## src/hdl/dmxsr_pkg.sv

```systemverilog
package dmxsr_pkg;

	typedef enum logic [1:0] {
		FUNC_WORD = 2'd0,
		FUNC_TICK = 2'd1,
		FUNC_READ = 2'd2,
		FUNC_NONE = 2'd3
	} func_t;

	localparam int unsigned IDX_W = 10;

	localparam logic [IDX_W-1:0] SLOT_LIMIT  = 10'd513;
	localparam logic [8:0]       CHANNEL_MAX = 9'd509;
	localparam logic [15:0]      TIMEOUT_RST = 16'd500;
	localparam logic [8:0]       DATA_FLAG   = 9'h100;

	localparam logic [1:0] REG_TIMEOUT = 2'd0;

	typedef struct packed {
		logic             en;
		logic [IDX_W-1:0] idx;
		logic [7:0]       data;
	} wr_req_t;

	typedef struct packed {
		logic [IDX_W-1:0] quo;
		logic [1:0]       rem;
	} div3_t;

	// Divide by three through the reciprocal 683/2048, exact below 2048.
	function automatic div3_t div3(input logic [IDX_W-1:0] x);
		logic [19:0]      prod;
		logic [IDX_W-1:0] three_q;
		div3_t            res;
		prod     = {10'd0, x} * 20'd683;
		res.quo  = {1'b0, prod[19:11]};
		three_q  = {res.quo[IDX_W-2:0], 1'b0} + res.quo;
		res.rem  = 2'(x - three_q);
		return res;
	endfunction

endpackage

```

## src/hdl/dmx512_slot_receiver.sv

```systemverilog
// A read request passes the input register, then the memory read into the
// result register, which holds its levels.
// Throughput: one request per cycle of any kind; a read waits only when the
// result register is full and stalled. Slot bytes sit in three banks by index mod 3.
// Reset: control state clears at once; a fill count makes unwritten slots read
// as zero, so there is no clearing pass and requests are taken right after reset.
module dmx512_slot_receiver
	import dmxsr_pkg::*;
#(
	parameter int unsigned SLOT_STORE_DEPTH = 516
) (
	input  logic        clk,
	input  logic        arst_n,

	input  logic        psel,
	input  logic        penable,
	input  logic        pwrite,
	input  logic [1:0]  paddr,
	input  logic [31:0] pwdata,
	output logic [31:0] prdata,
	output logic        pready,

	input  logic        in_valid,
	output logic        in_stall,
	input  logic [1:0]  func,
	input  logic [8:0]  rx_word,
	input  logic [8:0]  channel,

	output logic        out_valid,
	input  logic        out_stall,
	output logic [7:0]  level_a,
	output logic [7:0]  level_b,
	output logic [7:0]  level_c,
	output logic        signal_lost
);

	// configuration
	logic [15:0] timeout_q;

	// input register
	logic        valid_s1;
	logic [1:0]  func_s1;
	logic [8:0]  word_s1;
	logic [8:0]  chan_s1;

	// frame and timer state
	logic [IDX_W-1:0] slot_idx_q;
	logic             pending_q;
	logic [15:0]      countdown_q;
	logic             lost_q;

	// result register control
	logic        valid_s2;
	logic        lost_s2;

	logic             s2_free;
	logic             fire_s1;
	logic             is_read;
	logic             lost_next;
	logic [8:0]       chan_clamp;
	logic [IDX_W-1:0] rd_base;
	wr_req_t          wr;

	assign pready = 1'b1;
	assign prdata = (paddr == REG_TIMEOUT) ? {16'd0, timeout_q} : 32'd0;

	always_ff @(posedge clk or negedge arst_n) begin
		if (!arst_n) begin
			timeout_q <= TIMEOUT_RST;
		end else if (psel && penable && pwrite && pready && (paddr == REG_TIMEOUT)) begin
			timeout_q <= pwdata[15:0];
		end
	end

	// Only a read needs room in the result register; line words and ticks
	// retire from the input register whatever the output side does.
	assign is_read  = (func_s1 == FUNC_READ);
	assign s2_free  = !valid_s2 || !out_stall;
	assign fire_s1  = valid_s1 && (!is_read || s2_free);
	assign in_stall = valid_s1 && !fire_s1;

	always_ff @(posedge clk or negedge arst_n) begin
		if (!arst_n) begin
			valid_s1 <= 1'b0;
		end else if (!in_stall) begin
			valid_s1 <= in_valid;
		end
	end

	always_ff @(posedge clk) begin
		if (in_valid && !in_stall) begin
			func_s1 <= func;
			word_s1 <= rx_word;
			chan_s1 <= channel;
		end
	end

	// Slot data: advance the index and write the byte at the new index.
	// The entry for the start code is never read back, so a break only
	// rewinds the index.
	always_comb begin
		wr      = '0;
		wr.idx  = slot_idx_q + 10'd1;
		wr.data = word_s1[7:0];
		wr.en   = fire_s1 && (func_s1 == FUNC_WORD) && ((word_s1 & DATA_FLAG) != 9'd0)
			&& (slot_idx_q <= SLOT_LIMIT);
	end

	// Lost flag as the read leaves it.
	always_comb begin
		priority if (pending_q) begin
			lost_next = 1'b0;
		end else if (countdown_q == 16'd0) begin
			lost_next = 1'b1;
		end else begin
			lost_next = lost_q;
		end
	end

	always_ff @(posedge clk or negedge arst_n) begin
		if (!arst_n) begin
			slot_idx_q  <= '0;
			pending_q   <= 1'b0;
			countdown_q <= TIMEOUT_RST;
			lost_q      <= 1'b1;
		end else if (fire_s1) begin
			unique case (func_s1)
				FUNC_WORD: begin
					if (wr.en) begin
						slot_idx_q <= wr.idx;
					end else if (word_s1 == 9'd0) begin
						slot_idx_q <= '0;
						pending_q  <= 1'b1;
					end
				end
				FUNC_TICK: begin
					if (countdown_q != 16'd0) begin
						countdown_q <= countdown_q - 16'd1;
					end
				end
				FUNC_READ: begin
					lost_q <= lost_next;
					if (pending_q) begin
						pending_q   <= 1'b0;
						countdown_q <= timeout_q;
					end
				end
				default: begin
				end
			endcase
		end
	end

	// Clamp the channel and skip the start code and the entry before it.
	assign chan_clamp = (chan_s1 > CHANNEL_MAX) ? CHANNEL_MAX : chan_s1;
	assign rd_base    = {1'b0, chan_clamp} + 10'd2;

	always_ff @(posedge clk or negedge arst_n) begin
		if (!arst_n) begin
			valid_s2 <= 1'b0;
		end else if (s2_free) begin
			valid_s2 <= fire_s1 && is_read;
		end
	end

	always_ff @(posedge clk) begin
		if (fire_s1 && is_read) begin
			lost_s2 <= lost_next;
		end
	end

	dmxsr_store #(
		.DEPTH (SLOT_STORE_DEPTH)
	) u_store (
		.clk     (clk),
		.arst_n  (arst_n),
		.wr      (wr),
		.rd_en   (fire_s1 && is_read),
		.rd_idx  (rd_base),
		.level_a (level_a),
		.level_b (level_b),
		.level_c (level_c)
	);

	assign out_valid   = valid_s2;
	assign signal_lost = lost_s2;

endmodule

```

## src/hdl/dmxsr_store.sv

```systemverilog
module dmxsr_store
	import dmxsr_pkg::*;
#(
	parameter int unsigned DEPTH = 516
) (
	input  logic             clk,
	input  logic             arst_n,
	input  wr_req_t          wr,
	input  logic             rd_en,
	input  logic [IDX_W-1:0] rd_idx,
	output logic [7:0]       level_a,
	output logic [7:0]       level_b,
	output logic [7:0]       level_c
);

	localparam int unsigned ROWS  = (DEPTH + 2) / 3;
	localparam int unsigned ROW_W = $clog2(ROWS);

	// highest index written since reset; everything above it reads as zero
	logic [IDX_W-1:0] fill_q;
	div3_t            wr_pos;
	div3_t            rd_pos;
	logic [7:0]       rdata_s2 [3];
	logic [2:0]       hit_s2;
	logic [1:0]       rem_s2;
	logic [7:0]       lvl [3];

	assign wr_pos = div3(wr.idx);
	assign rd_pos = div3(rd_idx);

	always_ff @(posedge clk or negedge arst_n) begin
		if (!arst_n) begin
			fill_q <= '0;
		end else if (wr.en && (wr.idx > fill_q)) begin
			fill_q <= wr.idx;
		end
	end

	for (genvar k = 0; k < 3; k++) begin : g_bank
		logic [7:0]       mem [ROWS];
		logic [IDX_W-1:0] row_full;
		logic [ROW_W-1:0] rd_row;

		// bank k lands one row further when the base index sits past it
		assign row_full = rd_pos.quo + ((2'(k) < rd_pos.rem) ? 10'd1 : 10'd0);
		assign rd_row   = row_full[ROW_W-1:0];

		always_ff @(posedge clk) begin
			if (wr.en && (wr_pos.rem == 2'(k))) begin
				mem[wr_pos.quo[ROW_W-1:0]] <= wr.data;
			end
		end

		always_ff @(posedge clk) begin
			if (rd_en) begin
				rdata_s2[k] <= mem[rd_row];
				hit_s2[k]   <= (rd_idx + IDX_W'(k)) <= fill_q;
			end
		end

		assign lvl[k] = hit_s2[k] ? rdata_s2[k] : 8'd0;
	end

	always_ff @(posedge clk) begin
		if (rd_en) begin
			rem_s2 <= rd_pos.rem;
		end
	end

	// hit_s2 is indexed by offset, data by bank: rotate data by the base bank
	always_comb begin
		level_a = 8'd0;
		level_b = 8'd0;
		level_c = 8'd0;
		unique case (rem_s2)
			2'd0: begin
				level_a = hit_s2[0] ? rdata_s2[0] : 8'd0;
				level_b = hit_s2[1] ? rdata_s2[1] : 8'd0;
				level_c = hit_s2[2] ? rdata_s2[2] : 8'd0;
			end
			2'd1: begin
				level_a = hit_s2[0] ? rdata_s2[1] : 8'd0;
				level_b = hit_s2[1] ? rdata_s2[2] : 8'd0;
				level_c = hit_s2[2] ? rdata_s2[0] : 8'd0;
			end
			2'd2: begin
				level_a = hit_s2[0] ? rdata_s2[2] : 8'd0;
				level_b = hit_s2[1] ? rdata_s2[0] : 8'd0;
				level_c = hit_s2[2] ? rdata_s2[1] : 8'd0;
			end
			default: begin
				level_a = lvl[0];
				level_b = lvl[1];
				level_c = lvl[2];
			end
		endcase
	end

endmodule
```

## config.mk

```make
export PLATFORM = sky130hd
export DESIGN_NAME = dmx512_slot_receiver
export DESIGN_NICKNAME = d
export VERILOG_FILES = /design/src/hdl/dmxsr_pkg.sv /design/src/hdl/dmx512_slot_receiver.sv /design/src/hdl/dmxsr_store.sv
export SDC_FILE = /design/constraint.sdc
export NUM_CORES = 2
export LEC_CHECK = 0
export BUFFER_PORTS_ARGS = -buffer_cell sky130_fd_sc_hd__buf_2
export CORE_ASPECT_RATIO = 1.25
export CORE_MARGIN = 2
export CORE_UTILIZATION = 43
export DETAILED_ROUTE_END_ITERATION = 12
export PLACE_DENSITY_LB_ADDON = 0.08
export SLEW_MARGIN = 20
export SYNTH_ARGS = -nofsm -noshare
export SYNTH_HDL_FRONTEND = slang
export SYNTH_HIERARCHICAL = 1
export SYNTH_MEMORY_MAX_BITS = 65536
export SYNTH_SLANG_ARGS = --single-unit
```

## constraint.sdc

```tcl
create_clock -name clk -period 16.45 [get_ports clk]
set_clock_uncertainty 0.15 [all_clocks]
set_input_delay 2.4675 -clock clk [delete_from_list [all_inputs] [get_ports clk]]
set_output_delay 2.4675 -clock clk [all_outputs]
set_load 0.01 [all_outputs]
```

==> impl_metrics.ini <==
[cells_and_area]
fillCellCount = 34100
nNetsFinal = 11500
drive_gt1_share_pct = 18.5
final_common_cell = edfxtp_1
mostFrequentLayoutCells = edfxtp_1 (4178), nand2_1 (1802), mux4_2 (644)
area_delta_synth_final_pct = 13.4
fin_area_um2 = 198000
final_util_pct = 48.9

[synthesis]
synthSimpleGateAreaFrac_pct = 9.31
synth_top_family_by_area = multiplexers
synth-seq-area-share_pct = 72.8
synth_enable_flop_cells = 4178
yosysTopAreaCell = edfxtp_1
synth_cells = 10800
synth_top_area_share_pct = 72.0
synthXorXnorAreaFrac_pct = 0.511
synth-compound-area-share_pct = 3.88
yosysUniqueCellTypes = 109
synth.avg_cell_area_um2 = 16.1
synth.area.mux_share_pct = 9.52
synth_ff_type = edfxtp_1
yosys_warnings = 6
synth_top_cells_by_area = edfxtp_1 (72%), mux4_2 (8.3%), nand2_1 (3.9%)
synth_fa_ha_area_share_pct = 1.75
synth-seq-cells = 4234
synthesis.area_um2 = 174000
async_flop_share_pct = 1.32

[worst_setup_path]
crit_fanout = 54
worstPathBufferInverterCount = 4
critPathTopFamily = adder cells
cp_common_cell = ha_1
rrSetupSlack_ns = 4.64
timing.rr.end = u_store/rdata_s2[0][6]
crit_type = reg -> reg
cp-start-kind = register
cp.arrival_ns = 12.34
worstReg2RegStart = chan_s1[6]
worst_r2r_path_depth = 30
worst_setup_path_end_kind = register
cpMaxStageDelayCell = o311ai_0
crit_required_ns = 16.99
max_stage_delay_ns = 1.05

[cts]
clock_sinks = 4234
cts-buffers-inserted = 424
ctsHoldBuffers = 0
cts_buffer_depth = 4
cts_resized = 0
htreeDepth = 5
path_clk_slew_ns = 0.06
clock_latency_ns = 1.00
cts_tree = yes
cts_root_buffer = clkbuf_16
cts_setup_buffers = 0

[grt]
antenna_found_initial = 27
grt_max_degree = 189
grt_usage_pct = 25.5
grt_pass1_vias = 100000
grt_pass1_wl_um = 753000
grt-ovfl-total = 0

[die]
dieArea_um2 = 410000
die_w_um = 573
num_io_pins = 121
placeableCoreArea_um2 = 404000
start_util_pct = 43.1
fp.dieH_um = 716
row_count = 261

[hold_path]
whs_path_depth = 2
hp-start = lost_q
min_to = lost_q
hold_path.class = reg -> reg

[route]
wl_per_cell_um = 31.4
initialDrtViolationCount = 10800
viasPerCell = 5.95
vias = 101000
routed_wl_um = 532000
postRouteAntennaNets = 0
drc = 0
first_pass_iters = 8

[run]
maxCapViolCount = 0

[placement]
io_buffer_count = 87
hpwlAfterDp_um = 331000
place.gp.congestion = 0.867
place_area_um2 = 184000

[sta]
rsz0062_at_grt = false
finalHoldViolations = 0
drv_slew = 0
tightestPinTransition_ns = 1.20
fin_setup_tns_ns = 0
slew_headroom_pct = 20.3
setup_viol = 0
clock.fmax_mhz = 84.7
period_share_pct = 71.8
finalCriticalPeriod_ns = 11.81

[run_status]
status = complete, no violations
-- stage by stage --
step	setup WS, ns	hold slack [ns]	instances
3_3_place_gp	4.85	0.361	16100
3_5_place_dp	4.78	0.360	16100
4_1_cts	4.76	0.369	16900
6_report	4.64	0.365	16900
5_1_grt	4.34	0.393	16900
2_1_floorplan	7.37	0.338	10800
-- per-layer routing --
metal / routed length [um] / GRT usage (%) / share of wire (%) / vias to the layer above
li1: - / - / - / 43000
met1: 211000 / 33.6 / 40 / 53100
met2: 261000 / 42.6 / 49 / 3862
met3: 36700 / 3.91 / 6.9 / 830
met4: 23400 / 10.1 / 4.4 / 12
met5: 85 / 0 / 0.016 / -
-- cell families (layout without fill, tap and decap cells) --
group / Yosys count / in the layout
flip-flops: 4234 / 4234
AND/OR/NAND/NOR: 3598 / 3598
AO/OA/AOI/OAI: 964 / 964
multiplexers: 849 / 849
buffers and inverters: 841 / 1564
adder cells (fa/ha/maj): 219 / 219
XOR/XNOR: 89 / 89
other: 2 / 28
-- final cells by class --
class	count	area, um2	share of cell area, %
timing repair buffer	661	5070	2.57
clock buffer	519	11200	5.67
antenna	11	27.5	0.0139
inverter	125	474	0.240
clock inverter	259	2420	1.22
tap	5391	6750	3.41
multi-input combinational	5736	44800	22.7
sequential	4234	127000	64.2
-- cell usage after synthesis, drive strengths merged, types with 131 or more instances --
master / count
nor3: 349
nand4: 154
buf: 307
mux4: 644
a21oi: 152
ha: 175
mux2i: 180
a31oi: 176
o21ai: 131
nand3: 558
nand2: 1808
and3: 145
nor2: 306
clkbuf: 409
edfxtp: 4178
-- flip-flops by register name, summed over array words and instances, names as in the netlist, 2 cells and up --
name and flops:
u_store/hit_s2 3, timeout_q 16, u_store/rem_s2 2, slot_idx_q 10, func_s1 2, u_store/rdata_s2 24, u_store/fill_q 10, word_s1 9
chan_s1 9, u_store/g_bank.mem 4128, countdown_q 16
-- how the worst max path moves through the flow --
stage	to	slack, ns	cells after the start	start
5_1_grt	u_store/rdata_s2[0][6]	4.34	30	chan_s1[6]
2_1_floorplan	u_store/rdata_s2[0][22]	7.37	32	chan_s1[6]
3_5_place_dp	u_store/rdata_s2[0][16]	4.78	29	chan_s1[6]
3_3_place_gp	u_store/rdata_s2[0][6]	4.85	30	chan_s1[6]
4_1_cts	u_store/rdata_s2[0][16]	4.76	29	chan_s1[6]
6_report	u_store/rdata_s2[0][6]	4.64	30	chan_s1[6]
-- tightest hold or removal path, delay by kind of cell, from the launching register on --
family / cells / cell delay [ns]
flops: 1 / 0.37
compound gates: 1 / 0.10
simple gates: 1 / 0.05
Power is not shown: default switching activity piles up to over one toggle a cycle in this logic, so the estimate is an artifact.
